===== config.mk =====
export PLATFORM = sky130hd
export DESIGN_NAME = skc_sqrt_step
export DESIGN_NICKNAME = d
export VERILOG_FILES = /design/src/hdl/skc_pkg.sv /design/src/hdl/skc_sqrt_step.sv
export SDC_FILE = /design/constraint.sdc
export NUM_CORES = 1
export LEC_CHECK = 0
export BUFFER_PORTS_ARGS = -buffer_cell sky130_fd_sc_hd__buf_2
export CORE_AREA = 2 2 135 137
export CTS_CLUSTER_SIZE = 25
export DETAILED_ROUTE_END_ITERATION = 10
export DIE_AREA = 0 0 137 139
export SLEW_MARGIN = 20
export SYNTH_ARGS = -nofsm -noshare
export SYNTH_HDL_FRONTEND = slang
export SYNTH_SLANG_ARGS = --single-unit

===== constraint.sdc =====
create_clock -name clk -period 1.59 [get_ports clk]
set_input_delay 0.159 -clock clk [delete_from_list [all_inputs] [get_ports clk]]
set_output_delay 0.159 -clock clk [all_outputs]
set_load 0.02 [all_outputs]

===== src/hdl/skc_pkg.sv =====
// Shared types and constants of the soft-knee compressor curve unit.
// No dependencies; every other file in this folder refers to it by scoped names.
package skc_pkg;

  typedef struct packed {
    logic valid;
    logic neg;
    logic bypass;
  } skc_ctrl_t;

  typedef enum logic [2:0] {
    REG_KNEE_LOW  = 3'd0,
    REG_KNEE_HIGH = 3'd1,
    REG_THRESHOLD = 3'd2,
    REG_KNEE_INV  = 3'd3,
    REG_INV_RATIO = 3'd4
  } skc_reg_t;

  localparam int unsigned LEVEL_W    = 24;
  localparam int unsigned RATIO_W    = 17;
  localparam int unsigned CFG_IDX_W  = 3;
  localparam int unsigned LOG_STEPS  = 16;
  localparam int unsigned EXP_STEPS  = 16;
  localparam int unsigned SQRT_ITERS = 31;
  localparam int unsigned SQ_STAGES  = EXP_STEPS * SQRT_ITERS;
  localparam int unsigned FRAC_Q     = 16;
  localparam int unsigned EXPO_W     = 7;
  localparam int unsigned LOG_W      = EXPO_W + FRAC_Q;
  localparam int unsigned PROD_W     = 41;
  localparam int unsigned N_W        = 22;
  localparam int unsigned IP_W       = 6;
  localparam int unsigned ROOT_W     = 31;
  localparam int unsigned VAL_W      = 62;

  localparam logic [LEVEL_W-1:0] LEVEL_RESET = 24'h80_0000;
  localparam logic [RATIO_W-1:0] RATIO_ONE   = 17'h1_0000;
  localparam logic [ROOT_W-1:0]  ROOT_ONE    = 31'h4000_0000;

endpackage


===== src/hdl/skc_sqrt_step.sv =====
// One digit of the integer square root used by exp2. The first digit of each root
// also halves the running value when its fraction bit is set. Uses skc_pkg.
module skc_sqrt_step #(
  parameter int W     = 24,
  parameter int ITER  = 0,
  parameter int F_BIT = 0
) (
  input  logic                       clk,
  input  logic                       rst_n,
  input  logic                       en,
  input  skc_pkg::skc_ctrl_t         ctrl_i,
  input  logic [W-1:0]               x_i,
  input  logic [skc_pkg::IP_W-1:0]   ip_i,
  input  logic [skc_pkg::FRAC_Q-1:0] f_i,
  input  logic [skc_pkg::VAL_W-1:0]  v_i,
  input  logic [skc_pkg::VAL_W-1:0]  res_i,
  output skc_pkg::skc_ctrl_t         ctrl_o,
  output logic [W-1:0]               x_o,
  output logic [skc_pkg::IP_W-1:0]   ip_o,
  output logic [skc_pkg::FRAC_Q-1:0] f_o,
  output logic [skc_pkg::VAL_W-1:0]  v_o,
  output logic [skc_pkg::VAL_W-1:0]  res_o
);
  localparam int VW = skc_pkg::VAL_W;
  localparam logic [VW-1:0] BITV = {{(VW-1){1'b0}}, 1'b1} << (60 - 2 * ITER);

  logic [skc_pkg::ROOT_W-1:0] r_h;
  logic [VW-1:0]              v_in, res_in, trial, v_nxt, res_nxt;

  always_comb begin
    r_h = f_i[F_BIT] ? (res_i[skc_pkg::ROOT_W-1:0] >> 1) : res_i[skc_pkg::ROOT_W-1:0];
    if (ITER == 0) begin
      v_in   = VW'(r_h) << 30;
      res_in = '0;
    end else begin
      v_in   = v_i;
      res_in = res_i;
    end
    trial = res_in + BITV;
    if (v_in >= trial) begin
      v_nxt   = v_in - trial;
      res_nxt = (res_in >> 1) + BITV;
    end else begin
      v_nxt   = v_in;
      res_nxt = res_in >> 1;
    end
  end

  always_ff @(posedge clk) begin
    if (!rst_n) begin
      ctrl_o.valid <= 1'b0;
    end else if (en) begin
      ctrl_o <= ctrl_i;
    end
  end

  always_ff @(posedge clk) begin
    if (en) begin
      x_o   <= x_i;
      ip_o  <= ip_i;
      f_o   <= f_i;
      v_o   <= v_nxt;
      res_o <= res_nxt;
    end
  end

endmodule


Word level (Yosys, flattened, before mapping)

Cells that the tools add are included.

Output and inout port bits: 173
Register bits after elaboration: 173
Logic and storage cells: 15

Multiplexer cells: 3
Reduce and logical (&&, ||, !) cells: 1
$add $sub $neg: 1
Magnitude comparators: 1

Operator list:

| kind                                                 | number |
|---|---|
| two-way mux 61 bit                                   | 2 |
| subtractor 61 x 61 -> 62 bit (second input constant) | 1 |
| >= comparator 61 bit (second input constant)         | 1 |
| two-way mux 31 bit                                   | 1 |
| AND reduction 2 bit                                  | 1 |

Depth between registers and ports, before layout

Gate-level depths: netlist of the first run.

Depth in word-level cells: 3
Gate-level depth with buffers: 2
Gate-level depth less buffers: 2

Worst setup path before layout of the first run

OpenSTA, ideal clock, no wires.

Path kind: input port to flip-flop
Start: in f_i[0] in the netlist's numbering
End: reg v_o[30] in the netlist's numbering (data pin)
Path slack: 0.741 ns
Data required time: 1.330 ns
Cell stages on the path: 2
Arrival: 0.590 ns
Cells stage by stage: buf_6 > mux2_2

Cells in the longest elaborated chain, start to end: 3

RTL lines:

| what                                                                        | line                                     | RTL |
|---|---|---|
| start, declared                                                             | skc_sqrt_step.sv:14                      | `input logic [skc_pkg::FRAC_Q-1:0] f_i,` |
| two-way mux 31 bit (*)                                                      | skc_sqrt_step.sv:31                      | `r_h = f_i[F_BIT] ? (res_i[skc_pkg::ROOT_W-1:0] >> 1) : res_i[skc_pkg::ROOT_W-1:0];` |
| via r_h, one bit                                                            | skc_sqrt_step.sv:27                      | `logic [skc_pkg::ROOT_W-1:0] r_h;` |
| subtractor 61 x 61 -> 62 bit / >= comparator 61 bit (equally long branches) | skc_sqrt_step.sv:41, skc_sqrt_step.sv:40 |  |
| two-way mux 61 bit (*)                                                      | skc_sqrt_step.sv:40                      | `if (v_in >= trial) begin` |
| end signal, assigned                                                        | skc_sqrt_step.sv:62                      | `v_o <= v_nxt;` |
| end, declared                                                               | skc_sqrt_step.sv:21                      | `output logic [skc_pkg::VAL_W-1:0] v_o,` |

Mark *: on every way through the listed nets, which the timed path passes. The rest lies on a longest branch.
A chain may end at the register's enable or synchronous reset.

Final worst setup path of the first run

Start: reg v_o[40] in the netlist's numbering
End: out v_o[40] in the netlist's numbering

No word-level cell between the ends.

==> results of run 1 <==
power breakdown:
group	internal (µW)	switching, µW	total [µW]
clock	1070	824	1890
sequential	2580	49.9	2630
combinational	312	618	930
worst min path at each step:
stage / slack [ns] / depth (start not counted) / endpoint
detailed placement: 0.34 / 1 / x_o[1]$_DFFE_PP_
global route: 0.0007 / 1 / ip_o[2]$_DFFE_PP_
floorplan: 0.26 / 0 / ctrl_o[0]$_DFFE_PP_
finish: 0.02 / 1 / f_o[7]$_DFFE_PP_
global placement: 0.34 / 1 / f_o[1]$_DFFE_PP_
CTS: 0.0002 / 1 / f_o[7]$_DFFE_PP_
final cells by class:
cell class	count	area, µm²
Antenna cell	1	2.502
Clock buffer	10	229.0
Clock inverter	6	48.80
Fill cell	1819	12690
Multi-Input combinational cell	127	715.7
Sequential cell	82	2452
Tap cell	229	286.5
Timing Repair Buffer	204	1229
cell usage in the layout, fill, tap and decap left out:
cell / count
inv_6: 2
clkbuf_16: 9
clkinvlp_4: 3
dlygate4sd3_1: 32
diode_2: 1
mux2i_1: 1
buf_12: 2
dfxtp_1: 1
and2_1: 1
clkinv_4: 1
buf_2: 163
buf_4: 7
nor2b_1: 2
mux2_2: 30
edfxtp_1: 81
clkbuf_1: 1
conb_1: 93
state kept, by name, indices dropped and copies added (netlist names):
register and count:
v_o 32, x_o 24, f_o 16, ip_o 6
ctrl_o 3, res_o 1
routing by layer:
metal / wire length, µm / GRT usage [%] / share of wire (%) / up-vias
li1: - / - / - / 997
met1: 2846 / 7.307 / 34 / 961
met2: 4217 / 15.00 / 50 / 180
met3: 1181 / 3.399 / 14 / 6
met4: 113 / 3.093 / 1.4 / 0
met5: 0 / 0 / 0 / -
repair_timing:
item | CTS | global route
hold buffers | 32 | 0
setup endpoints to repair | 0 | 0
endpoints found under the hold margin | 32 | 0
metrics by stage:
stage          instance area, µm²  worst slack [ns]  utilization, %  total power (µW)
6_report                     4964            0.5027           28.11              5455
5_1_grt                      4961            0.4428           28.10              5681
4_1_cts                      4961            0.4715           28.10              5533
2_1_floorplan                3885            0.7405               -              3353
3_5_place_dp                 4363            0.4765           24.71              3548
3_3_place_gp                 4363            0.4776           24.71              3536
cells by family after synthesis:
logic type             count (synthesis)  synth area share, %
other                                  1               0.1059
buffers and inverters                 94                20.25
flip-flops                            82                69.28
multiplexers                          31                9.827
AND/OR/NAND/NOR                        3               0.5303
==> metrics.md, run 1 <==
| Metric | Value |
|---|---|
| Ys async rst share | 0% |
| Part of the cycle the worst path needs | 68.39% |
| Synth cell types | 9 |
| Share of layout cells above drive strength 1 | 50.58% |
| Fin. max-slew vios | 0 |
| Clk_lat worst skew | 0.32 ns |
| Arrival @ worst endpoint | 0.93 ns |
| Post-synth top area share | 68.72% |
| Worst Setup SP | v_o[40]$_DFFE_PP_ |
| First-pass GRT wire length | 11,220 µm |
| Final hold viol count | 0 |
| Slowest cell on crit path | edfxtp_1 |
| Num CTS Buffers | 9 |
| Hold Crit Class | in2reg |
| Number of enable flip-flop cells after synthesis | 81 |
| Top cells by area, synth | edfxtp_1 (69%), buf_4 (19%), mux2_2 (9.5%) |
| 1st-iter DRT viols | 62 |
| H-tree depth | 3 |
| Critical Path Fanout Max | 1 |
| Post-synthesis cell area | 3540 µm² |
| Drt pass-1 iters | 4 |
| Element type at the critical path end | output port |
| Die width | 137 µm |
| Clock transition at the registers of the reported paths | 0.07 ns |
| # port buffers | 164 |
| IO Pins | 349 |
| Die Y | 139 µm |
| Row cnt | 49 |
| Crit path depth | 1 |
| Data required, critical path | 1.43 ns |
| CTS Root Cell | clkbuf_16 |
| Max cap viols | 0 |
| Final TNS setup | 0 ns |
| CP Class | reg2out |
| Largest net degree at the start of global routing | 33 |
| FF-to-FF path depth | 2 |
| Tot GR Track Use | 7.930% |
| Main synth FF type | edfxtp_1 |
| Yosys reg bits | 82 |
| R2R setup slack | 1.01 ns |
| Origin of the critical flop-to-flop path | ctrl_o[2]$_SDFFE_PN0P_ |
| Initial antenna violation count | 1 |
| Worst path cell trace | buf_2 |
| Worst VDD drop | 0.0004696 V |
| Largest area contributor in the netlist | edfxtp_1 |
| Final net count | 600 |
| Post-CTS setup buffer count | 0 |
| Gp weighted congestion | 0.7260 |
| Synth-to-Final Area Change | 40.23% |
| Vias per cell | 3.253 |
| Clock Path Buffers | 2 |
| Non-Filler Instances | 659 |
| Cell family with most CP delay | flip-flops |
| Final ANT Viol Nets | 0 |
| DR DRC count | 0 |
| Startpoint types | flop |
| R2R Path End | ctrl_o[2]$_SDFFE_PN0P_ |
| Post-Route Skew | 0 ns |
| Initial Util | 20.05% |
| Synth cell count leaders | buf_4 (91), edfxtp_1 (81), mux2_2 (30) |
| DR WL/cell | 12.68 µm |
| DIE AREA | 19,040 µm² |
| FMAX | 919.7 MHz |
| Drt total wl | 8359 µm |
| RSZ-0062 raised after global routing | false |
| Yosys warns | 0 |
| Core area | 17,660 µm² |
| Routed via count | 2,144 |
| Final number of setup-violating endpoints | 0 |
| Syn Inst Count | 211 |
| Crit path buf inv count | 1 |
| CTS tree | built |
| Worst hold start | f_i[7] |
| Vias in the first global route | 2,057 |
| Outcome | finished clean |
| Final min period | 1.087 ns |
| Cts repair resizes | 0 |
| Count leader, synth | buf_4 |
| CP Capture Point | v_o[40] |
| Max stage delay on crit path | 0.41 ns |
| Clk sinks | 82 |
| LEAKAGE | 0.002186 µW |
| Hpwl dp | 6548 µm |
| Worst hold margin | 0.01581 ns |
| PwrDens | 1099 nW/µm² |
| Remaining Overflow, GRT | 0 |
| Placed insts | 610 |
| Avg Cell Area, Syn | 16.78 µm² |
| Register area share after synthesis | 69.28% |
(Power assumes the default switching activity.)
==> run 2: changes to the inputs <==
clock period = 0.9 ns   (was 1.59 ns; I/O delays follow)
==> metrics.md, run 2 (synthesized netlist as in run 1, its figures left out) <==
| Metric | Value |
|---|---|
| Drt total wl | 9314 µm |
| R2R Path End | ctrl_o[2]$_SDFFE_PN0P_ |
| Most frequent cells in the layout | buf_2 (100), conb_1 (93), edfxtp_1 (81), buf_6 (63), dlygate4sd3_1 (48) |
| 1st-iter DRT viols | 40 |
| Fin. max-slew vios | 0 |
| Max reg flops | 32 |
| LEAKAGE | 0.002445 µW |
| Hpwl dp | 6988 µm |
| Crit path buf inv count | 1 |
| Arrival @ worst endpoint | 0.91 ns |
| R2R setup slack | 0.29 ns |
| FF-to-FF path depth | 2 |
| Clk_lat worst skew | 0.32 ns |
| Share of layout cells above drive strength 1 | 49.44% |
| Most flops, register | v_o |
| Tot GR Track Use | 8.337% |
| DIE AREA | 19,040 µm² |
| Worst hold start | ctrl_i[2] |
| Final min period | 1.001 ns |
| Final instance area | 5619 µm² |
| Origin of the critical flop-to-flop path | ctrl_o[2]$_SDFFE_PN0P_ |
| PwrDens | 1928 nW/µm² |
| Synth-to-Final Area Change | 58.75% |
| Post-DP Area | 4398 µm² |
| DR WL/cell | 13.72 µm |
| Initial antenna violation count | 4 |
| Row cnt | 49 |
| Final net count | 619 |
| Element type at the critical path end | output port |
| Worst VDD drop | 0.001023 V |
| Cell family with most CP delay | flip-flops |
| Worst hold margin | 0.02473 ns |
| Clock Path Buffers | 2 |
| Die width | 137 µm |
| Vias per cell | 3.396 |
| Worst setup margin | -0.1009 ns |
| WHS Path Cells | 3 |
| Slowest cell on crit path | edfxtp_1 |
| Max cap viols | 0 |
| Final hold viol count | 0 |
| Worst path cell trace | buf_6 |
| Data required, critical path | 0.81 ns |
| Max stage delay on crit path | 0.43 ns |
| Reg area | 2454 µm² |
| Remaining Overflow, GRT | 0 |
| Clk sinks | 82 |
| Regs by FF count | v_o: 32 flops, x_o: 24 flops, f_o: 16 flops |
| Post-Route Skew | 0 ns |
| Clock transition at the registers of the reported paths | 0.06 ns |
| IO Pins | 349 |
| Routed via count | 2,306 |
| DR DRC count | 0 |
| Multi-input logic area | 715.7 µm² |
| Vias in the first global route | 2,176 |
| Startpoint types | flop |
| Num CTS Buffers | 9 |
| CTS Root Cell | clkbuf_16 |
| Most common cell after layout, fill and taps aside | buf_2 |
| CP Class | reg2out |
| Die Y | 139 µm |
| Final number of setup-violating endpoints | 81 |
| # port buffers | 164 |
| H-tree depth | 3 |
| Gp weighted congestion | 0.7236 |
| Initial Util | 20.05% |
| Part of the cycle the worst path needs | 111.2% |
| Violations in the final reports | negative setup slack |
| Post-CTS setup buffer count | 0 |
| FMAX | 999.1 MHz |
| Core area | 17,660 µm² |
| Final ANT Viol Nets | 0 |
| Hold Crit Class | in2reg |
| First-pass GRT wire length | 11,660 µm |
| Hold Path End | ctrl_o[2]$_SDFFE_PN0P_ |
| Filler cells | 1,716 |
| Outcome | finished with violations |
| Largest net degree at the start of global routing | 24 |
| Final TNS setup | -3.958 ns |
| Critical Path Fanout Max | 1 |
| RSZ-0062 raised after global routing | true |
| Drt pass-1 iters | 4 |
| CTS tree | built |
## run 2: cell types whose count changed in the layout (fill, tap and decap cells not counted), sizes merged
cell,change
dlygate4sd3,+16
bufinv,+3
clkinvlp,-3
buf,+3
diode,+2
clkbuf,-1
## run 2: cell type report
type | instances | area share [%]
Multi-Input combinational cell | 127 | 12.74
Antenna cell | 3 | 0.1336
Clock buffer | 9 | 4.008
Timing Repair Buffer | 223 | 32.35
Tap cell | 229 | 5.099
Sequential cell | 82 | 43.67
Clock inverter | 6 | 2.004
## run 2: tightest hold or removal path: stages
cell,delay (ns)
buf_2,0.08
mux2i_1,0.06
nor2b_1,0.09
## run 2: layer usage
metal	GRT usage [%]	vias up	share of wire, %
met5	0	-	0.26
li1	-	1033	-
met1	7.476	1059	33
met2	15.45	191	51
met4	4.124	4	2.6
met3	3.765	19	14
## run 2: repair_timing
action	4_1_cts	5_1_grt
resized for setup	59	68
endpoints found under the setup margin	82	82
hold endpoints to repair	48	0
hold buffers	48	0
## run 2: power by group
part	internal [µW]	leakage (µW)	switching [µW]	total (µW)
registers	4570	0.000800	149	4720
clock network	2710	0.000166	1410	4120
logic	876	0.00148	1120	2000
## run 2: how the worst max path moves through the flow
| stage | start | end | slack (ns) | depth (start not counted) |
|---|---|---|---|---|
| final | x_o[20]$_DFFE_PP_ | x_o[20] | -0.10 | 1 |
| after global placement | f_i[0] | v_o[59]$_DFFE_PP_ | -0.10 | 3 |
| after floorplan | f_i[0] | v_o[30]$_DFFE_PP_ | 0.12 | 2 |
| after detailed placement | f_i[0] | v_o[44]$_DFFE_PP_ | -0.14 | 3 |
| after global routing | x_o[22]$_DFFE_PP_ | x_o[22] | -0.13 | 1 |
| after CTS | v_o[39]$_DFFE_PP_ | v_o[39] | -0.12 | 1 |
## run 2: stage by stage
step	setup slack (ns)	instances	util (%)	power, µW
5_1_grt	-0.1262	676	31.78	11240
3_3_place_gp	-0.1035	613	24.91	6260
6_report	-0.1009	679	31.82	10830
4_1_cts	-0.1242	676	30.58	10780
3_5_place_dp	-0.1381	613	24.91	6294
2_1_floorplan	0.1195	303	-	5924
==> run 3: changes to the inputs <==
ABC_AREA = 1   (was not set)
PLACE_DENSITY = 0.5   (was not set)
==> metrics.md, run 3 <==
| Metric | Value |
|---|---|
| Post-CTS setup buffer count | 0 |
| Register area share after synthesis | 68.80% |
| Element type at the critical path end | output port |
| Die Y | 139 µm |
| Die width | 137 µm |
| Yosys warns | 0 |
| Post-synth top area share | 68.23% |
| Synth cell count leaders | buf_4 (92), edfxtp_1 (81), inv_1 (19), nand2_1 (19), nor2_1 (17) |
| Multi-input logic area | 634.4 µm² |
| DR DRC count | 0 |
| Avg Cell Area, Syn | 13.40 µm² |
| Row cnt | 49 |
| Initial antenna violation count | 0 |
| Placed insts | 662 |
| Largest net degree at the start of global routing | 34 |
| FF-to-FF path depth | 2 |
| PwrDens | 1832 nW/µm² |
| Final number of setup-violating endpoints | 81 |
| Part of the cycle the worst path needs | 115.2% |
| Final TNS setup | -3.573 ns |
| First-pass GRT wire length | 11,050 µm |
| Final hold viol count | 0 |
| Vias in the first global route | 2,190 |
| Max stage delay on crit path | 0.45 ns |
| # port buffers | 164 |
| Worst setup margin | -0.1364 ns |
| Clk sinks | 82 |
| Cell family with most CP delay | flip-flops |
| Met1 usage | 7.903% |
| Final net count | 668 |
| Routed via count | 2,392 |
| Share of layout cells above drive strength 1 | 38.03% |
| RSZ-0062 raised after global routing | true |
| DR WL/cell | 11.39 µm |
| Busiest grt layer | met2 |
| Drt total wl | 8269 µm |
| Startpoint types | flop |
| Synth-to-Final Area Change | 53.84% |
| Tot GR Track Use | 7.640% |
| Fin. max-slew vios | 0 |
| Data required, critical path | 0.81 ns |
| Worst VDD drop | 0.001141 V |
| Post-DP Area | 4373 µm² |
| Crit path buf inv count | 1 |
| Worst path cell trace | buf_6 |
| Final min period | 1.036 ns |
| Largest area contributor in the netlist | edfxtp_1 |
| Setup WS pre-CTS | 0.01727 ns |
| N_diodes | 0 |
| Critical Path Fanout Max | 1 |
| Slowest cell on crit path | edfxtp_1 |
| Vias per cell | 3.295 |
| Max reg flops | 32 |
| 1st-iter DRT viols | 68 |
| Crit path depth | 1 |
| Outcome | finished with violations |
| Syn Inst Count | 266 |
| Clock transition at the registers of the reported paths | 0.07 ns |
| Violations in the final reports | negative setup slack |
| Final cell utilization of the core | 31.06% |
| CTS tree | built |
| Yosys reg bits | 82 |
| Routing usage on met2 | 13.33% |
| Post-Route Skew | 0 ns |
| Top cells by area, synth | edfxtp_1 (68%), buf_4 (19%), inv_1 (2.0%) |
| Filler cells | 1,777 |
| DIE AREA | 19,040 µm² |
| Arrival @ worst endpoint | 0.95 ns |
| FMAX | 964.9 MHz |
| Final instance area | 5484 µm² |
| Non-Filler Instances | 726 |
| Count leader, synth | buf_4 |
| Clock Path Buffers | 2 |
| Hold Crit Class | in2reg |
| Remaining Overflow, GRT | 0 |
| Most common cell after layout, fill and taps aside | buf_2 |
| Core area | 17,660 µm² |
| CTS Root Cell | clkbuf_16 |
| LEAKAGE | 0.002480 µW |
| Final ANT Viol Nets | 0 |
| Regs by FF count | v_o: 32 flops, x_o: 24 flops, f_o: 16 flops |
| Hpwl dp | 6120 µm |
| Number of enable flip-flop cells after synthesis | 81 |
| WHS Path Cells | 3 |
| Most flops, register | v_o |
| CP Class | reg2out |
| IO Pins | 349 |
| Main synth FF type | edfxtp_1 |
| Ys async rst share | 0% |
| Post-synthesis cell area | 3565 µm² |
| Initial Util | 20.19% |
| Clk_lat worst skew | 0.32 ns |
| Max cap viols | 0 |
| Gp weighted congestion | 0.7114 |
| Most frequent cells in the layout | buf_2 (108), conb_1 (93), edfxtp_1 (81), buf_6 (55), dlygate4sd3_1 (48) |
| Num CTS Buffers | 9 |
| Drt pass-1 iters | 4 |
| Synth cell types | 12 |
| H-tree depth | 3 |
| Reg area | 2454 µm² |
| GRT met3 Usage | 3.509% |
==> run 3: changes by cell type after synthesis <==
cell     before  now
nor2_1        0   17
buf_6         3    5
and2_1        1    0
nor2b_1       2    0
o21ai_0       0   14
buf_2         0    1
mux2_2       30    0
mux2i_1       1    0
inv_1         0   19
buf_4        91   92
a21oi_1       0   14
nand2_1       0   19
o21ai_1       0    2
==> run 3: report_power, final <==
part / internal, µW / switching (µW) / leakage, µW
Combinational: 788 / 1130 / 0.00154
Clock: 1920 / 1520 / 0.000138
Sequential: 4560 / 123 / 0.000800
==> run 3: per-stage QoR <==
step,total power (µW),hold WS [ns]
final,10050,0.05065
after global routing,10520,0.06098
after CTS,9983,0.03360
after detailed placement,6239,0.2686
after global placement,6222,0.2682
after floorplan,5926,0.1889
==> run 3: per-layer routing <==
layer  wire length, µm  vias up  part of all wire (%)
li1                  -     1162                     -
met1              3053     1031                    37
met2              3859      192                    47
met3              1235        7                    15
met4               121        0                   1.5
met5                 0        -                     0
==> run 3: timing repair <==
item	CTS	global route
setup endpoints to repair	82	81
gates resized for setup	27	85
pin swaps	0	0
hold endpoints to repair	48	0
hold buffers	48	0
==> run 3: worst register-to-register path, delay by kind of cell, from the launching register on <==
family / cells / cell delay, ns
flops: 1 / 0.32
simple gates: 2 / 0.15
==> run 3: final timing paths <==
path	startpoint	endpoint	slack [ns]
min reg2reg	ctrl_o[2]$_SDFFE_PN0P_	ctrl_o[2]$_SDFFE_PN0P_	0.49
min	res_i[26]	v_o[55]$_DFFE_PP_	0.05
max	v_o[47]$_DFFE_PP_	v_o[47]	-0.14
max reg2reg	ctrl_o[2]$_SDFFE_PN0P_	ctrl_o[2]$_SDFFE_PN0P_	0.33
==> run 3: cell families (layout without fill, tap and decap cells) <==
family	after synthesis	count (layout)	share of synthesized area [%]
buffers and inverters	117	256	23.10
other	1	93	0.1052
and+or+nand+nor	36	36	3.791
DFF	82	82	68.80
AOI/OAI and AO/OA	30	30	4.212
==> run 3: final cells by class <==
type | count | share of cell area [%]
clock buffers | 9 | 4.107
clock inverters | 7 | 1.095
multi-input cells | 159 | 11.57
repair buffers | 221 | 31.96
inverters | 19 | 1.300
flip-flops and latches | 82 | 44.74
well taps | 229 | 5.225
